## config.mk

```make
export PLATFORM = sky130hd
export DESIGN_NAME = priority_message_queue_unit
export DESIGN_NICKNAME = d
export VERILOG_FILES = /design/src/sv/pmq_pkg.sv /design/src/sv/pmq_cell.sv /design/src/sv/priority_message_queue_unit.sv
export SDC_FILE = /design/constraint.sdc
export NUM_CORES = 2
export LEC_CHECK = 0
export ABC_AREA = 0
export ABC_CLOCK_PERIOD_IN_PS = 4550
export BUFFER_PORTS_ARGS = -buffer_cell sky130_fd_sc_hd__buf_2
export CAP_MARGIN = 20
export CORE_MARGIN = 5
export CORE_UTILIZATION = 50
export DETAILED_ROUTE_END_ITERATION = 10
export GPL_ROUTABILITY_DRIVEN = 0
export PLACE_DENSITY_LB_ADDON = 0.25
export SYNTH_ARGS = -nofsm -noshare
export SYNTH_HDL_FRONTEND = slang
export SYNTH_SLANG_ARGS = --single-unit
```

## constraint.sdc

```tcl
create_clock -name clk -period 4.55 [get_ports clk]
set_input_delay 0.6825 -clock clk [delete_from_list [all_inputs] [get_ports clk]]
set_output_delay 0.6825 -clock clk [all_outputs]
set_load 0.02 [all_outputs]
```

## src/sv/pmq_pkg.sv

```systemverilog
// Types and constants of the priority message queue.
package pmq_pkg;

	localparam int PRIO_W  = 4;
	localparam int BYTE_W  = 8;
	localparam int FILL_W  = 5;
	localparam int STAT_W  = 2;

	typedef enum logic [STAT_W-1:0] {
		ST_PUSHED = 2'd0,
		ST_FULL   = 2'd1,
		ST_POPPED = 2'd2,
		ST_EMPTY  = 2'd3
	} status_t;

	typedef struct packed {
		logic [PRIO_W-1:0] prio;
		logic [BYTE_W-1:0] id;
		logic [BYTE_W-1:0] param_high;
		logic [BYTE_W-1:0] param_low;
	} msg_t;

	typedef struct packed {
		logic valid;
		msg_t msg;
	} cell_link_t;

	typedef struct packed {
		logic push;
		logic pop;
		msg_t new_msg;
	} cell_ctl_t;

endpackage

```

## src/sv/pmq_cell.sv

```systemverilog
// One cell of the sorted message chain: holds one message and shifts with its neighbors.
module pmq_cell import pmq_pkg::*; (
	input  logic       clk,
	input  logic       arst_n,
	input  cell_ctl_t  ctl,
	input  cell_link_t left_link,
	input  logic       left_ge,
	input  cell_link_t right_link,
	output cell_link_t link,
	output logic       ge
);

	logic valid_q;
	msg_t msg_q;
	logic valid_d;
	msg_t msg_d;

	assign link.valid = valid_q;
	assign link.msg   = msg_q;

	// A push is placed behind every message of equal or higher priority.
	assign ge = valid_q && (msg_q.prio >= ctl.new_msg.prio);

	always_comb begin
		valid_d = valid_q;
		msg_d   = msg_q;
		if (ctl.push) begin
			priority if (ge) begin
				valid_d = valid_q;
				msg_d   = msg_q;
			end else if (left_ge) begin
				valid_d = 1'b1;
				msg_d   = ctl.new_msg;
			end else begin
				valid_d = left_link.valid;
				msg_d   = left_link.msg;
			end
		end else if (ctl.pop) begin
			valid_d = right_link.valid;
			msg_d   = right_link.msg;
		end
	end

	always_ff @(posedge clk or negedge arst_n) begin
		if (!arst_n) begin
			valid_q <= 1'b0;
		end else begin
			valid_q <= valid_d;
		end
	end

	always_ff @(posedge clk) begin
		msg_q <= msg_d;
	end

endmodule

```

## src/sv/priority_message_queue_unit.sv

```systemverilog
// Top level of the priority message queue built as a sorted chain of cells.
//
//   channel   | handshake          | fields
//   ----------+--------------------+-----------------------------------------------
//   command   | start, busy        | mode, priority_req, msg_id, param_low, param_high
//   result    | done (one cycle)   | status, out_priority, out_id, out_param_low,
//             |                    | out_param_high, fill_level
//
// A beat accepted at one edge updates the whole chain at that edge
// and its result shows with done in the following cycle.
// busy stays low, so a command may be accepted at every edge.
// The chain holds DEPTH-1 messages, one cell each; every cell compares and shifts in parallel.
// Reset empties the chain at once; there is no clearing pass.
// The receiver cannot stall; each result is valid for exactly one cycle.
module priority_message_queue_unit import pmq_pkg::*; #(
	parameter int DEPTH = 32
) (
	input  logic              clk,
	input  logic              arst_n,
	input  logic              start,
	output logic              busy,
	input  logic              mode,
	input  logic [PRIO_W-1:0] priority_req,
	input  logic [BYTE_W-1:0] msg_id,
	input  logic [BYTE_W-1:0] param_low,
	input  logic [BYTE_W-1:0] param_high,
	output logic              done,
	output logic [STAT_W-1:0] status,
	output logic [PRIO_W-1:0] out_priority,
	output logic [BYTE_W-1:0] out_id,
	output logic [BYTE_W-1:0] out_param_low,
	output logic [BYTE_W-1:0] out_param_high,
	output logic [FILL_W-1:0] fill_level
);

	localparam int NCELL = DEPTH - 1;
	localparam int CNT_W = $clog2(DEPTH);

	cell_link_t        links [NCELL];
	logic              ges   [NCELL];
	cell_ctl_t         ctl;
	logic              accept;
	logic              full;
	logic              empty;
	logic [CNT_W-1:0]  count_q;
	logic [CNT_W-1:0]  count_d;
	logic [CNT_W+FILL_W-1:0] count_ext;
	logic              done_q;
	status_t           status_q;
	msg_t              out_msg_q;
	logic [FILL_W-1:0] fill_q;
	status_t           status_d;
	msg_t              out_msg_d;

	assign busy   = 1'b0;
	assign accept = start && !busy;
	assign full   = (count_q == CNT_W'(NCELL));
	assign empty  = (count_q == '0);

	assign ctl.push            = accept && !mode && !full;
	assign ctl.pop             = accept && mode && !empty;
	assign ctl.new_msg.prio       = priority_req;
	assign ctl.new_msg.id         = msg_id;
	assign ctl.new_msg.param_high = param_high;
	assign ctl.new_msg.param_low  = param_low;

	for (genvar i = 0; i < NCELL; i++) begin : g_cell
		cell_link_t left_link;
		logic       left_ge;
		cell_link_t right_link;
		if (i == 0) begin : g_first
			assign left_link = '0;
			assign left_ge   = 1'b1;
		end else begin : g_mid
			assign left_link = links[i-1];
			assign left_ge   = ges[i-1];
		end
		if (i == NCELL - 1) begin : g_last
			assign right_link = '0;
		end else begin : g_inner
			assign right_link = links[i+1];
		end
		pmq_cell u_cell (
			.clk        (clk),
			.arst_n     (arst_n),
			.ctl        (ctl),
			.left_link  (left_link),
			.left_ge    (left_ge),
			.right_link (right_link),
			.link       (links[i]),
			.ge         (ges[i])
		);
	end

	always_comb begin
		count_d   = count_q;
		status_d  = ST_PUSHED;
		out_msg_d = '0;
		priority if (ctl.push) begin
			count_d  = count_q + CNT_W'(1);
			status_d = ST_PUSHED;
		end else if (ctl.pop) begin
			count_d   = count_q - CNT_W'(1);
			status_d  = ST_POPPED;
			out_msg_d = links[0].msg;
		end else if (mode) begin
			status_d = ST_EMPTY;
		end else begin
			status_d = ST_FULL;
		end
	end

	assign count_ext = {{FILL_W{1'b0}}, count_d};

	always_ff @(posedge clk or negedge arst_n) begin
		if (!arst_n) begin
			count_q <= '0;
			done_q  <= 1'b0;
		end else begin
			done_q <= accept;
			if (accept) begin
				count_q <= count_d;
			end
		end
	end

	always_ff @(posedge clk) begin
		if (accept) begin
			status_q  <= status_d;
			out_msg_q <= out_msg_d;
			fill_q    <= count_ext[FILL_W-1:0];
		end
	end

	assign done           = done_q;
	assign status         = status_q;
	assign out_priority   = out_msg_q.prio;
	assign out_id         = out_msg_q.id;
	assign out_param_low  = out_msg_q.param_low;
	assign out_param_high = out_msg_q.param_high;
	assign fill_level     = fill_q;

endmodule

```

After elaboration in Yosys (flattened, before gate mapping):

Index checks and enable logic that the tools add are counted.

* register bits after elaboration: 940
* input bits: 32
* output and inout bits: 37

* add/subtract/negate cells: 2
* $lt $le $gt $ge: 31
* equality and inequality tests: 32
* multiplexer cells: 250
* bitwise gates (word level): 1
* reduce and logical (&&, ||, !) cells: 73

Operators by type and width (count)
* $mux 28: 123
* $ge 4x4->1: 31
* $mux 1: 123
* $ne 2x2->1 const B: 31
* $reduce_and 2->1: 31
* $logic_and 1x1->1: 35
* $mux 5: 2
* $add 5x1->5 const B: 1
* $eq 5x5->1 const B: 1
* $logic_not 5->1: 1
* $sub 5x1->5 const B: 1
* $mux 2: 2
* $reduce_or 2->1: 2
* $logic_not 1->1: 3
* $reduce_bool 2->1: 1
* $not 1->1: 1

Depth between registers and ports, before layout:

* word-level depth: 5
* mapped depth: 9

Cells and area by module:

From an unflattened synthesis, not the netlist that was laid out.

* cells, all modules: 4554
* area, all modules: 51463.1 sq um

By module, submodules not included
* pmq_cell: times used 31, cells each 143, area an instance 1604.0 sq um, sequential area each 865.8 sq um
* priority_message_queue_unit: times used 1, cells each 121, area an instance 1737.9 sq um, sequential area each 1201.2 sq um

Worst setup path after synthesis:

OpenSTA, ideal clock, no wires.

* path kind: input-to-reg
* from: in priority_req[2]
* to: reg g_cell[0].u_cell.msg_q (netlist bit g_cell[0].u_cell.link[0]) (enable)
* setup time: 452 ps
* arrival: 4748 ps
* data required time: 4098 ps
* path slack: -650 ps
* stages on the path: 9
* cell sequence: clkbuf_1 -> inv_1 -> ha_1 -> or2_2 -> a21oi_1 -> buf_2 -> buf_2 -> nor3_1 -> o21ai_0

* cells in the longest elaborated chain, start to end: 4

RTL lines
* start: declaration: line priority_message_queue_unit.sv:23 `input logic [PRIO_W-1:0] priority_req,`
* $ge 4x4->1: line pmq_cell.sv:22 `assign ge = valid_q && (msg_q.prio >= ctl.new_msg.prio);`
* $logic_and 1x1->1: line pmq_cell.sv:22
* $ne 2x2->1 (no line)
* $reduce_and 2->1 (no line)
* end signal: assignment: line pmq_cell.sv:53 `msg_q <= msg_d;`
* end: declaration: line pmq_cell.sv:14 `msg_t msg_q;`

No other way between the ends.
A chain may end at the register's enable or synchronous reset.

Worst setup path after layout:

* from: reg count_q[0]
* to: reg g_cell[30].u_cell.msg_q (netlist bit g_cell[30].u_cell.link[8]) (enable)

* cells in the longest elaborated chain, start to end: 5

RTL lines
* start: declaration: line priority_message_queue_unit.sv:45 `logic [CNT_W-1:0] count_q;`
* start signal: assignment: line priority_message_queue_unit.sv:122 `count_q <= count_d;`
* $eq 5x5->1 / $logic_not 5->1 (equally long branches): line priority_message_queue_unit.sv:57, priority_message_queue_unit.sv:58
* $logic_not 1->1, on equally long branches: line priority_message_queue_unit.sv:60, priority_message_queue_unit.sv:61
* $logic_and 1x1->1, on equally long branches: line priority_message_queue_unit.sv:60, priority_message_queue_unit.sv:61
* $ne 2x2->1 (no line) / $reduce_bool 2->1 (equally long branches)
* $reduce_and 2->1 (no line) (*)
* end signal: assignment: line pmq_cell.sv:53
* end: declaration: line pmq_cell.sv:14

Mark *: on every way between the ends. The rest lies on a longest branch, timed or not.

==> run metrics <==
Crit. End Element register; drt wl/cell between 20 and 30 µm; fraction of layout cells with a size suffix above 1 9.72%; vias after detailed routing 49800; Peak Freq 302 MHz; core footprint 111000 µm²; critical path's most frequent cell ha_1; clock skew between 0.02 and 0.03 ns; vias per cell 7.20; Worst R2R Start count_q[0]; worst r2r path cells 8; Row Count 122; WL final 189 mm; Synth Register Bits between 900 and 1000; final hold viol count 0; Cells after Synth 5739; crit path launch type register; clk buf depth 3; reg-to-reg slack, setup 1.24 ns; unrepaired setup endpoints after global routing false; worst min path class in2async; synth warn 0; Post CTS Setup Buffer Count 0; Clk Latency, worst-skew pair 0.71 ns; pwr dens approximately 550 nW/µm²; internal power 20.1 mW; count of cell types in the netlist 49; worst endpoint data arrival time 3.66 ns; logic gate share of total power 34.1%; I/O Pins 69; area of the die 119000 µm²; largest net degree at the start of global routing about 270; vias in the first global route 45800; sequential fraction of design power 40.4%; initial antenna violation count 5; first-pass GRT wire length 284 mm; total gr overflow 0; fraction of registers with async set/reset 3.94%; syn nets 5898; chip height approximately 340 µm; CP max FO 36; CP Cell Sequence ha_1 -> and3_1 -> ha_1 -> or3b_4 -> o21ai_4 -> inv_1 -> a31oi_2 -> buf_4; status complete, no violations; H-tree levels 3; Lkg Pwr 19.4 nW; switching power approximately 13 mW; Post-Syn Area between 50000 and 60000 µm²; nets@finish 5490; number of synthesized flops with an enable pin 903; sequential area share after synthesis between 50% and 60%; syn avg cell area between 9 and 10 µm²; Initial Util 50.5%; Setup TNS Final 0 ns; largest stage delay on the critical path 0.64 ns; Hold Buf Count CTS 0; capturing point of the worst reg2reg path g_cell[30].u_cell.link[8]; Max-Cap Viols 0; Synth Flop Type edfxtp_1; part of the cycle the worst path needs 72.7%; worst rel slew slack between 10% and 20%; Finish-stage setup viols 0; worst slew pin tran 1.25 ns; Crit-path slowest cell or3b_4; required time of the critical path 4.90 ns; Max Slew Vio Count 0; Post-DRT Antenna Nets 0; post-route minimum period 3.31 ns; Syn-to-layout area delta 7.71%; port buffer count 67; post-CTS resize count 0; Sw Ratio 39.9%; CTS Sinks 940; Util after Layout 54.4%; CTS tree yes; Remaining DRCs 0; First-pass DRT Iterations 6; global-route usage over all layers between 30% and 40%; HPWL after DPL around 120 mm; peak supply drop ~0.38 mV; initial drt markers about 7500; kind of critical path reg2reg; Die X between 300 and 400 µm; clock power share 25.4%; total CTS buffers between 100 and 150; CTS Root Cell clkbuf_16; Clock transition at path regs roughly 0.060 ns
-- placed cells by master (no fill, tap or decap), drive strengths merged, types with 30 or more instances in the layout --
cell type / n
o21ai: 70
buf: 262
a22oi: 35
nand2: 137
o31ai: 812
nor3: 79
or2: 30
inv: 100
clkbuf: 152
nand4: 784
ha: 127
dfrtp: 37
edfxtp: 903
a31oi: 784
clkinv: 32
nor2: 827
-- final cells by class --
type                            count  area, µm²
Inverter                           97        364
Antenna cell                        1       2.50
Fill cell                        9682      50700
Clock inverter                     44        435
Clock buffer                      152       2940
Tap cell                         1488       1860
Timing Repair Buffer              262       2080
Multi-Input combinational cell   3925      24600
Sequential cell                   940      28000
-- sequential cells by signal, indices dropped and copies added (netlist names) --
name	flops
status	2
out_param_low	8
out_param_high	8
fill_level	5
count_q	5
done	1
out_id	8
out_priority	4
g_cell.u_cell.link	868
g_cell.u_cell.valid_q	31
-- power groups by stage --
stage / registers (mW) / clock network (mW) / logic [mW]
after floorplan: 12.8 / 0 / 8.27
after global placement: 13.6 / 0 / 10.7
after detailed placement: 13.6 / 0 / 11.0
after CTS: 13.4 / 8.54 / 11.0
after global routing: 13.6 / 8.90 / 12.3
final: 13.5 / 8.50 / 11.4
-- cells by family (layout without fill, tap and decap cells) --
family                   Yosys count  in the layout  share of synthesized area (%)
buffers and inverters            874            555                           6.30
other                              1              2                        0.00670
multiplexers                      28             28                          0.500
XOR/XNOR                           6              6                         0.0938
adder cells (fa/ha/maj)          127            127                           2.84
flip-flops                       940            940                           50.1
AND/OR/NAND/NOR                 1921           1921                           17.0
AO/OA/AOI/OAI                   1842           1842                           23.1
-- worst max path at each step --
stage / end / slack [ns] / startpoint
6_report: g_cell[30].u_cell.link[8] / 1.24 / count_q[0]
5_1_grt: g_cell[30].u_cell.link[8] / 1.16 / count_q[0]
4_1_cts: g_cell[30].u_cell.link[8] / 1.26 / count_q[1]
3_5_place_dp: g_cell[8].u_cell.link[4] / 1.02 / priority_req[2]
3_3_place_gp: g_cell[6].u_cell.link[0] / 1.06 / priority_req[2]
2_1_floorplan: g_cell[0].u_cell.link[0] / 0.11 / priority_req[2]
-- cell usage after synthesis, types with 37 or more instances --
| library cell | n | area (µm²) |
|---|---|---|
| o31ai_1 | 812 | 6100 |
| nand2_1 | 137 | 514 |
| ha_1 | 127 | 1590 |
| nor2_1 | 823 | 3090 |
| a31oi_1 | 784 | 4900 |
| buf_2 | 161 | 806 |
| nor3_1 | 79 | 395 |
| inv_1 | 97 | 364 |
| nand4_1 | 784 | 4900 |
| clkbuf_1 | 597 | 2240 |
| dfrtp_1 | 37 | 926 |
| edfxtp_1 | 903 | 27100 |
-- critical path: cells and delay by family, from the launching register on --
| family | cells | cell delay (ns) |
|---|---|---|
| buf+inv | 2 | 0.57 |
| compound gates | 2 | 0.60 |
| fa+ha+maj | 2 | 0.48 |
| flops | 1 | 0.44 |
| simple gates | 2 | 0.83 |
-- routing by layer --
metal	wire length, µm	GRT usage (%)	vias up	part of all wire (%)
met2	81200	44.7	3263	43
met3	22000	6.18	546	12
met1	76800	43.9	23800	41
met5	21	0	-	0.011
met4	9100	13.3	4	4.8
li1	-	-	22100	-
-- metrics by stage --
stage                     power (mW)  worst slack, ns  hold slack (ns)  instance area, µm²  cells
after global routing            34.8             1.16            0.180               60300   6908
final                           33.4             1.24            0.160               60300   6909
after CTS                       32.9             1.26            0.143               60100   6894
after floorplan                 21.1            0.106            0.387               56000   5739
after detailed placement        24.5             1.02            0.557               56700   6698
after global placement          24.3             1.06            0.554               56700   6697
Note: power is estimated with default switching activity, not from simulation.
